### src/hw/rtl/tts_pkg.sv
// Shared constants, types and helper functions of the tick task scheduler.
package tts_pkg;

  localparam int TASK_COUNT  = 8;
  localparam int MAX_RESULTS = 8;
  localparam int SLOT_W      = (TASK_COUNT > 1) ? $clog2(TASK_COUNT) : 1;
  localparam int CNT_W       = $clog2(MAX_RESULTS + 1);

  localparam logic [2:0] ACT_TICK    = 3'd0;
  localparam logic [2:0] ACT_CREATE  = 3'd1;
  localparam logic [2:0] ACT_SUSPEND = 3'd2;
  localparam logic [2:0] ACT_RESUME  = 3'd3;
  localparam logic [2:0] ACT_DELETE  = 3'd4;

  typedef logic [SLOT_W-1:0] slot_t;

  // Commands from the controller to the datapath.
  typedef struct packed {
    logic  apply_act;    // carry out a non-tick action on the accepted item
    logic  step_slot;    // update the countdown of the slot under scan
    slot_t slot;         // slot under scan
    logic  push_fire;    // place a release of the scanned slot in the pending stage
    logic  move_out;     // transfer the pending result into the output register
    logic  out_last;     // the result moved out ends its item
    logic  idle_result;  // nothing pending: send the no-release result
  } ctl_cmd_t;

  // Status from the datapath to the controller.
  typedef struct packed {
    logic slot_release;  // scanned slot releases its task this tick
    logic pend_valid;    // pending stage holds a result
    logic out_free;      // output register can take a result this cycle
  } dp_stat_t;

  // Slot number of a task index, widened or cut to the slot width.
  function automatic slot_t slot_of(input logic [2:0] idx);
    logic [SLOT_W+2:0] wide;
    wide = {{SLOT_W{1'b0}}, idx};
    return wide[SLOT_W-1:0];
  endfunction

  // True when a task index names an existing slot.
  function automatic logic index_ok(input logic [2:0] idx);
    logic [SLOT_W+2:0] wide;
    wide = {{SLOT_W{1'b0}}, idx};
    return wide < (SLOT_W + 3)'(TASK_COUNT);
  endfunction

  // Low three bits of a slot number, as reported on the result channel.
  function automatic logic [2:0] index_of(input slot_t slot);
    logic [SLOT_W+2:0] wide;
    wide = {3'b000, slot};
    return wide[2:0];
  endfunction

endpackage

### src/hw/rtl/tts_if.sv
// Valid/ready channel interfaces for the scheduler's actions and results.
interface tts_in_if;
  logic        valid;
  logic        ready;
  logic [2:0]  action;
  logic [2:0]  task_index;
  logic [15:0] period;
  logic [15:0] first_delay;

  modport source (output valid, action, task_index, period, first_delay, input ready);
  modport sink   (input valid, action, task_index, period, first_delay, output ready);
endinterface

interface tts_out_if;
  logic       valid;
  logic       ready;
  logic       task_fired;
  logic [2:0] fired_index;
  logic       status;
  logic       last;

  modport source (output valid, task_fired, fired_index, status, last, input ready);
  modport sink   (input valid, task_fired, fired_index, status, last, output ready);
endinterface

### src/hw/rtl/tts_ctrl.sv
// Controller state machine: accepts actions, sequences the slot scan of a tick.
module tts_ctrl (
  input  logic              clk,
  input  logic              rst_n,
  input  logic              in_valid,
  input  logic [2:0]        in_action,
  output logic              in_ready,
  input  tts_pkg::dp_stat_t stat,
  output tts_pkg::ctl_cmd_t cmd
);

  localparam logic [1:0] ST_IDLE   = 2'd0;
  localparam logic [1:0] ST_SCAN   = 2'd1;
  localparam logic [1:0] ST_FINISH = 2'd2;

  logic [1:0]                state_r, state_nxt;
  tts_pkg::slot_t            slot_r, slot_nxt;
  logic [tts_pkg::CNT_W-1:0] cnt_r, cnt_nxt;
  logic                      want_emit;
  logic                      blocked;
  logic                      last_slot;

  assign want_emit = stat.slot_release && (cnt_r < tts_pkg::CNT_W'(tts_pkg::MAX_RESULTS));
  // A second release cannot enter while the one ahead of it cannot move out.
  assign blocked   = want_emit && stat.pend_valid && !stat.out_free;
  assign last_slot = (slot_r == tts_pkg::SLOT_W'(tts_pkg::TASK_COUNT - 1));

  always_comb begin
    state_nxt       = state_r;
    slot_nxt        = slot_r;
    cnt_nxt         = cnt_r;
    in_ready        = 1'b0;
    cmd             = '0;
    cmd.slot        = slot_r;
    unique case (state_r)
      ST_IDLE: begin
        in_ready = 1'b1;
        if (in_valid) begin
          if (in_action == tts_pkg::ACT_TICK) begin
            state_nxt = ST_SCAN;
            slot_nxt  = '0;
            cnt_nxt   = '0;
          end else begin
            cmd.apply_act = 1'b1;
            state_nxt     = ST_FINISH;
          end
        end
      end
      ST_SCAN: begin
        if (!blocked) begin
          cmd.step_slot = 1'b1;
          cmd.push_fire = want_emit;
          cmd.move_out  = want_emit && stat.pend_valid;
          if (want_emit) begin
            cnt_nxt = cnt_r + 1'b1;
          end
          if (last_slot) begin
            state_nxt = ST_FINISH;
          end else begin
            slot_nxt = slot_r + 1'b1;
          end
        end
      end
      ST_FINISH: begin
        if (stat.out_free) begin
          cmd.move_out    = 1'b1;
          cmd.out_last    = 1'b1;
          cmd.idle_result = !stat.pend_valid;
          state_nxt       = ST_IDLE;
        end
      end
      default: begin
        state_nxt = ST_IDLE;
      end
    endcase
  end

  always_ff @(posedge clk) begin
    if (!rst_n) begin
      state_r <= ST_IDLE;
      slot_r  <= '0;
      cnt_r   <= '0;
    end else begin
      state_r <= state_nxt;
      slot_r  <= slot_nxt;
      cnt_r   <= cnt_nxt;
    end
  end

endmodule

### src/hw/rtl/tts_datapath.sv
// Datapath: slot table, countdown update, pending result stage and output register.
module tts_datapath (
  input  logic              clk,
  input  logic              rst_n,
  input  logic [2:0]        in_action,
  input  logic [2:0]        in_task_index,
  input  logic [15:0]       in_period,
  input  logic [15:0]       in_first_delay,
  input  tts_pkg::ctl_cmd_t cmd,
  output tts_pkg::dp_stat_t stat,
  input  logic              out_ready,
  output logic              out_valid,
  output logic              out_task_fired,
  output logic [2:0]        out_fired_index,
  output logic              out_status,
  output logic              out_last
);

  logic [tts_pkg::TASK_COUNT-1:0] installed_r;
  logic [tts_pkg::TASK_COUNT-1:0] running_r;
  logic [15:0]                    reload_r [tts_pkg::TASK_COUNT];
  logic [15:0]                    countdown_r [tts_pkg::TASK_COUNT];

  logic       pend_valid_r;
  logic       pend_fired_r;
  logic [2:0] pend_index_r;
  logic       pend_status_r;

  logic       out_valid_r;
  logic       out_fired_r;
  logic [2:0] out_index_r;
  logic       out_status_r;
  logic       out_last_r;

  tts_pkg::slot_t a_slot;
  logic           a_ok;
  logic           create_ok;
  logic [15:0]    scan_cd;
  logic           scan_run;
  logic           out_free;

  assign a_slot    = tts_pkg::slot_of(in_task_index);
  assign a_ok      = tts_pkg::index_ok(in_task_index);
  assign create_ok = a_ok && !installed_r[a_slot];
  assign scan_cd   = countdown_r[cmd.slot];
  assign scan_run  = running_r[cmd.slot];
  assign out_free  = !out_valid_r || out_ready;

  assign stat.slot_release = scan_run && (scan_cd == 16'd0) && installed_r[cmd.slot];
  assign stat.pend_valid   = pend_valid_r;
  assign stat.out_free     = out_free;

  always_ff @(posedge clk) begin
    if (!rst_n) begin
      installed_r   <= '0;
      running_r     <= '0;
      for (int i = 0; i < tts_pkg::TASK_COUNT; i++) begin
        reload_r[i]    <= '0;
        countdown_r[i] <= '0;
      end
      pend_valid_r  <= 1'b0;
      pend_fired_r  <= 1'b0;
      pend_index_r  <= '0;
      pend_status_r <= 1'b0;
      out_valid_r   <= 1'b0;
      out_fired_r   <= 1'b0;
      out_index_r   <= '0;
      out_status_r  <= 1'b0;
      out_last_r    <= 1'b0;
    end else begin
      if (cmd.apply_act) begin
        unique case (in_action)
          tts_pkg::ACT_CREATE: begin
            if (create_ok) begin
              installed_r[a_slot] <= 1'b1;
              running_r[a_slot]   <= 1'b1;
              reload_r[a_slot]    <= in_period;
              countdown_r[a_slot] <= in_first_delay;
            end
          end
          tts_pkg::ACT_SUSPEND: begin
            if (a_ok) begin
              running_r[a_slot] <= 1'b0;
            end
          end
          tts_pkg::ACT_RESUME: begin
            if (a_ok) begin
              running_r[a_slot] <= 1'b1;
            end
          end
          tts_pkg::ACT_DELETE: begin
            if (a_ok) begin
              installed_r[a_slot] <= 1'b0;
            end
          end
          default: begin
          end
        endcase
      end

      // A released slot reloads with period minus one; an empty slot stays at zero.
      if (cmd.step_slot && scan_run) begin
        if (scan_cd == 16'd0) begin
          if (installed_r[cmd.slot]) begin
            countdown_r[cmd.slot] <= reload_r[cmd.slot] - 16'd1;
          end
        end else begin
          countdown_r[cmd.slot] <= scan_cd - 16'd1;
        end
      end

      if (cmd.push_fire) begin
        pend_valid_r  <= 1'b1;
        pend_fired_r  <= 1'b1;
        pend_index_r  <= tts_pkg::index_of(cmd.slot);
        pend_status_r <= 1'b0;
      end else if (cmd.apply_act) begin
        pend_valid_r  <= 1'b1;
        pend_fired_r  <= 1'b0;
        pend_index_r  <= '0;
        pend_status_r <= (in_action == tts_pkg::ACT_CREATE) && !create_ok;
      end else if (cmd.move_out) begin
        pend_valid_r  <= 1'b0;
      end

      if (cmd.move_out) begin
        out_valid_r  <= 1'b1;
        out_fired_r  <= cmd.idle_result ? 1'b0 : pend_fired_r;
        out_index_r  <= cmd.idle_result ? 3'd0 : pend_index_r;
        out_status_r <= cmd.idle_result ? 1'b0 : pend_status_r;
        out_last_r   <= cmd.out_last;
      end else if (out_ready) begin
        out_valid_r  <= 1'b0;
      end
    end
  end

  assign out_valid       = out_valid_r;
  assign out_task_fired  = out_fired_r;
  assign out_fired_index = out_index_r;
  assign out_status      = out_status_r;
  assign out_last        = out_last_r;

endmodule

### src/hw/rtl/tick_task_scheduler.sv
// Top level of the tick task scheduler: controller, datapath and channel wiring.
//
//   Channel   Direction  Transfer carries
//   in_ch     sink       action, task_index, period, first_delay
//   out_ch    source     task_fired, fired_index, status, last
//
// Create, suspend, resume and delete are applied on transfer; their single result
// waits in the pending stage until the output register is free. For a tick, the
// controller walks the slot table one slot per cycle while no release is blocked,
// then closes the item with a final result once the output register is free.
// The output register holds a result until it is taken; a stalled output stops
// the scan only when a second release finds the pending stage still occupied.
// Reset is synchronous and clears the whole slot table, so no task is installed.
module tick_task_scheduler (
  input  logic       clk,
  input  logic       rst_n,
  tts_in_if.sink     in_ch,
  tts_out_if.source  out_ch
);

  tts_pkg::ctl_cmd_t cmd;
  tts_pkg::dp_stat_t stat;

  tts_ctrl u_ctrl (
    .clk       (clk),
    .rst_n     (rst_n),
    .in_valid  (in_ch.valid),
    .in_action (in_ch.action),
    .in_ready  (in_ch.ready),
    .stat      (stat),
    .cmd       (cmd)
  );

  tts_datapath u_datapath (
    .clk             (clk),
    .rst_n           (rst_n),
    .in_action       (in_ch.action),
    .in_task_index   (in_ch.task_index),
    .in_period       (in_ch.period),
    .in_first_delay  (in_ch.first_delay),
    .cmd             (cmd),
    .stat            (stat),
    .out_ready       (out_ch.ready),
    .out_valid       (out_ch.valid),
    .out_task_fired  (out_ch.task_fired),
    .out_fired_index (out_ch.fired_index),
    .out_status      (out_ch.status),
    .out_last        (out_ch.last)
  );

endmodule

### src/flat_wrapper.sv
// flat-port wrapper written by rule: the top's interface ports become plain ports
module tick_task_scheduler_flat 
  (clk, rst_n, in_ch_valid, in_ch_action, in_ch_task_index, in_ch_period, in_ch_first_delay, in_ch_ready, out_ch_valid, out_ch_task_fired, out_ch_fired_index, out_ch_status, out_ch_last, out_ch_ready);
  tts_in_if in_ch_i ();
  tts_out_if out_ch_i ();
  input  logic clk;
  input  logic rst_n;
  input wire logic [$bits(in_ch_i.valid)-1:0] in_ch_valid;
  input wire logic [$bits(in_ch_i.action)-1:0] in_ch_action;
  input wire logic [$bits(in_ch_i.task_index)-1:0] in_ch_task_index;
  input wire logic [$bits(in_ch_i.period)-1:0] in_ch_period;
  input wire logic [$bits(in_ch_i.first_delay)-1:0] in_ch_first_delay;
  output wire logic [$bits(in_ch_i.ready)-1:0] in_ch_ready;
  output wire logic [$bits(out_ch_i.valid)-1:0] out_ch_valid;
  output wire logic [$bits(out_ch_i.task_fired)-1:0] out_ch_task_fired;
  output wire logic [$bits(out_ch_i.fired_index)-1:0] out_ch_fired_index;
  output wire logic [$bits(out_ch_i.status)-1:0] out_ch_status;
  output wire logic [$bits(out_ch_i.last)-1:0] out_ch_last;
  input wire logic [$bits(out_ch_i.ready)-1:0] out_ch_ready;
  assign in_ch_i.valid = in_ch_valid;
  assign in_ch_i.action = in_ch_action;
  assign in_ch_i.task_index = in_ch_task_index;
  assign in_ch_i.period = in_ch_period;
  assign in_ch_i.first_delay = in_ch_first_delay;
  assign in_ch_ready = in_ch_i.ready;
  assign out_ch_valid = out_ch_i.valid;
  assign out_ch_task_fired = out_ch_i.task_fired;
  assign out_ch_fired_index = out_ch_i.fired_index;
  assign out_ch_status = out_ch_i.status;
  assign out_ch_last = out_ch_i.last;
  assign out_ch_i.ready = out_ch_ready;
  tick_task_scheduler u_core (.clk(clk), .rst_n(rst_n), .in_ch(in_ch_i), .out_ch(out_ch_i));
endmodule
### config.mk
export PLATFORM = sky130hd
export DESIGN_NAME = tick_task_scheduler_flat
export DESIGN_NICKNAME = d
export VERILOG_FILES = /design/src/hw/rtl/tts_pkg.sv /design/src/hw/rtl/tts_if.sv /design/src/hw/rtl/tts_ctrl.sv /design/src/hw/rtl/tts_datapath.sv /design/src/hw/rtl/tick_task_scheduler.sv /design/src/flat_wrapper.sv
export SDC_FILE = /design/constraint.sdc
export NUM_CORES = 1
export LEC_CHECK = 0
export ABC_AREA = 1
export ABC_CLOCK_PERIOD_IN_PS = 3700
export BUFFER_PORTS_ARGS = -buffer_cell sky130_fd_sc_hd__buf_2
export CAP_MARGIN = 40
export CORE_MARGIN = 5
export CORE_UTILIZATION = 55
export CTS_CLUSTER_SIZE = 25
export DETAILED_ROUTE_END_ITERATION = 8
export PLACE_DENSITY = 0.71
export REMOVE_ABC_BUFFERS = 1
export SLEW_MARGIN = 20
export SYNTH_ARGS = -nofsm -noshare
export SYNTH_HDL_FRONTEND = slang
export SYNTH_SLANG_ARGS = --single-unit
export TNS_END_PERCENT = 5
### constraint.sdc
create_clock -name clk -period 3.7 [get_ports clk]
set_clock_uncertainty 0.2 [all_clocks]
set_input_delay 0.555 -clock clk [delete_from_list [all_inputs] [get_ports clk]]
set_output_delay 0.555 -clock clk [all_outputs]
set_load 0.01 [all_outputs]
==> results.cfg <==
[floorplanning]
core_region_area_um2 = 26000
design.portCount = 50
num_rows = 59
die_area_um2 = 29700
dieHeight_um = 172
dieWidth_um = 172
initial_core_util_pct = 55.7

[final_layout]
layout-drive-gt1-share_pct = 16.6
instances_no_fill = 2152
top_library_cells_by_usage_in_the_layout_fill_and_taps_aside = nor2_1 (362), nand2_1 (342), edfxtp_1 (256), inv_1 (164), o21ai_0 (107)
commonest_non_fill_non_tap_cell_in_the_layout = nor2_1
layout.nets = 1843
antenna_cells = 0
area_growth_pct = 20.3

[run_status]
status = finished, final reports clean

[clocking]
tritoncts.num_buffers = 34
clock_tree_root_buffer_cell = clkbuf_16
tritoncts = done
clkTransAtPathRegs_ns = 0.06
cts-htree-levels = 2
clock_latency_ns = 0.51
clock_path_buffers = 3
cts_sinks = 297

[setup_path]
critPathKind = flop to flop
timing.critical_path.from_type = flop
worst_path_most_repeated_cell = nand2_1
crit_arrival_ns = 3.71
critical-path-slowest-cell = dfxtp_4
endpoint_kind = flop
critical_path_peak_fanout = 32
crit-reg2reg-capture = u_core.u_datapath.countdown_r[6][15]$_SDFFCE_PN0P_
cp_cell_sequence = clkbuf_16 -> nand2_1 -> nand3_1 -> nand3_1 -> nand2_1 -> nand2_1 -> nor2_1 -> nand2_1 -> nor2_4 -> nand4_4 -> nand3_4 -> nor2_4 -> buf_4 -> a31oi_4 -> inv_1 -> buf_12 -> or2_2 -> nand2_1 -> buf_12 -> nor2_1
depth_of_the_worst_register_to_register_path = 20
buf_inv_on_cp = 5
worst-endpoint-required_ns = 3.75
regToRegSetupSlack_ns = 0.04
critical-path-top-delay-family = simple AND/OR/NAND/NOR gates
max_stage_delay_ns = 0.44

[sta]
slew-limit-headroom_pct = 48.8
finalWorstPathRequiredPeriod_ns = 3.66
max_freq_ghz = 0.273
maxSlewViolCount = 0
max_slew.worst_pin.slew_ns = 0.763
final_cycle_utilization_of_the_critical_path_pct = 98.9
grt_setup_unrepaired = true
timing_hold_violations_final = 0
final_sum_of_negative_setup_slack_ns = 0
setup-violations-final = 0
setup_slack_ns = 0.0408

[hold_path]
path_type_of_the_worst_min_delay_path = flop to flop
hold_path_depth = 2

[synth]
synth_xor_xnor_area_share_pct = 0.0605
synth_top_area_cell = edfxtp_1
synth_simple_gate_area_share_pct = 25.0
synth_cells = 1661
number_of_distinct_standard_cells_referenced_by_the_synthesized_netlist = 42
synth-compound-area-share_pct = 8.67
synth_cell_area_um2 = 14500
synth_top_family_by_area = simple AND/OR/NAND/NOR gates
yosys.area_share.adder_pct = 0.605
synthTopCellsByArea = edfxtp_1 (53%), nor2_1 (9.7%), nand2_1 (9.3%), dfxtp_1 (5.7%), inv_1 (4.3%)
synth.avg_cell_area_um2 = 8.71
yosysTopAreaCellShare_pct = 53.1
synth.yosys.seq_area_share_pct = 58.8
synth_warnings = 0
synthMuxAreaShare_pct = 0
synth.ff_latch_count = 297

[route]
residual_antenna_violating_net_count_after_detailed_routing = 0
drt_iter0_drc = 1303
vias = 12166
drt-wirelength-per-cell_um = 18.9
drt-pass1-iter-count = 5
via_density_per_instance = 5.65
route.detailed.drc = 0
route.final.wire_length_um = 40700

[power]
p_leak_nw = 7.38
power_density_nw_per_um2 = 702
worst_ir_drop_vdd_uv = 467

[global_route]
grt_pass1_wl_um = 62200
grt_pass1_vias = 11623
grt_antenna_before_repair = 0
globalRouteTotalUtil_pct = 27.0
grt_max_degree = 66
grt.overflow.total = 0

[placement]
dp_hpwl_um = 24900
buffer_ports.inserted = 49
post-place-ws_ns = -0.220
placed_instances = 2081
gp_congestion = 0.876

[run]
number_of_max_cap_violations = 0
-- layer usage --
layer | global-route usage, % | share of wire (%) | vias to the layer above
li1 | - | - | 5727
met1 | 37.6 | 39 | 5702
met2 | 43.9 | 48 | 648
met3 | 4.50 | 10 | 89
met4 | 8.41 | 2.6 | 0
met5 | 0 | 0 | -
-- cells in the mapped netlist, drive strengths merged --
master and n:
nor2 377, nand2 366, edfxtp 256, inv 168, o21ai 119, nand3 109
a21oi 49, clkbuf 46, dfxtp 41, buf 35, o221ai 29, and2 13
nor3 11, or2 8, ha 7, nand4 6, o22ai 5, o21a 3
a211oi 2, a31oi 2, a221oi 1, a22o 1, a22oi 1, clkinv 1
nor4 1, o2111ai 1, o211a 1, o21bai 1, xor2 1
-- how the worst max path moves through the flow --
stage | depth (start not counted) | from | to
after floorplan | 18 | flop | u_core.u_datapath.countdown_r[0][0]$_SDFFCE_PN0P_
after global placement | 25 | flop | u_core.u_datapath.countdown_r[3][14]$_SDFFCE_PN0P_
after detailed placement | 23 | flop | u_core.u_datapath.countdown_r[0][14]$_SDFFCE_PN0P_
after CTS | 22 | flop | u_core.u_datapath.countdown_r[1][10]$_SDFFCE_PN0P_
after global routing | 23 | flop | u_core.u_datapath.countdown_r[5][13]$_SDFFCE_PN0P_
final | 20 | flop | u_core.u_datapath.countdown_r[6][15]$_SDFFCE_PN0P_
-- cells by family (layout without fill, tap and decap cells) --
family                   after synthesis  count (layout)
buffers and inverters                250             406
flip-flops                           297             297
XOR/XNOR                               1               1
AND/OR/NAND/NOR                      891             891
adder cells (fa/ha/maj)                7               7
AO/OA/AOI/OAI                        215             215
-- power breakdown --
part | leakage (nW) | total, mW | internal [mW] | switching [mW]
Combinational | 3.89 | 5.03 | 1.85 | 3.18
Sequential | 2.98 | 3.97 | 3.82 | 0.145
Clock | 0.516 | 3.24 | 1.90 | 1.34
Total | 7.38 | 12.2 | 7.57 | 4.66
-- metrics by stage --
stage | hold WS, ns | instance area (um2) | power, mW | util (%)
6_report | 0.254 | 17400 | 12.2 | 67.0
5_1_grt | 0.264 | 17400 | 12.9 | 67.0
4_1_cts | 0.240 | 17100 | 11.8 | 65.8
3_5_place_dp | 0.241 | 15900 | 8.55 | 61.3
3_3_place_gp | 0.240 | 15900 | 8.48 | 61.3
2_1_floorplan | 0.224 | 14100 | 6.62 | -
-- layout make-up --
type	instances	area (um2)
Fill cell	2031	8570
Timing Repair Buffer	178	1590
Clock inverter	16	139
Multi-Input combinational cell	1114	5190
Inverter	169	639
Tap cell	335	419
Clock buffer	43	916
Sequential cell	297	8510
-- state kept, by name (all words and copies together) (netlist names), named ones only --
signal	cells
u_core.u_datapath.out_task_fired	1
u_core.u_datapath.countdown_r	128
u_core.u_datapath.pend_status_r	1
u_core.u_datapath.reload_r	128
u_core.u_ctrl.slot_r	3
u_core.u_datapath.pend_fired_r	1
u_core.u_ctrl.state_r	2
u_core.u_datapath.out_last	1
u_core.u_datapath.out_fired_index	3
u_core.u_datapath.out_status	1
u_core.u_datapath.pend_valid_r	1
u_core.u_ctrl.cnt_r	4
u_core.u_datapath.pend_index_r	3
u_core.u_datapath.out_valid	1
-- worst min-delay path, stage by stage, from the launching register on --
cell	delay (ns)
dfxtp_1	0.30
inv_1	0.06
a21oi_1	0.06
-- timing repair --
item / 4_1_cts / 5_1_grt
setup buffers: 3 / 5
hold buffers: 0 / 0
hold endpoints to repair: 0 / 0
resized for setup: 19 / 51
gates cloned: 0 / 4
setup endpoints to repair: 194 / 256
pin swaps: 0 / 7
(Power assumes the default switching activity.)
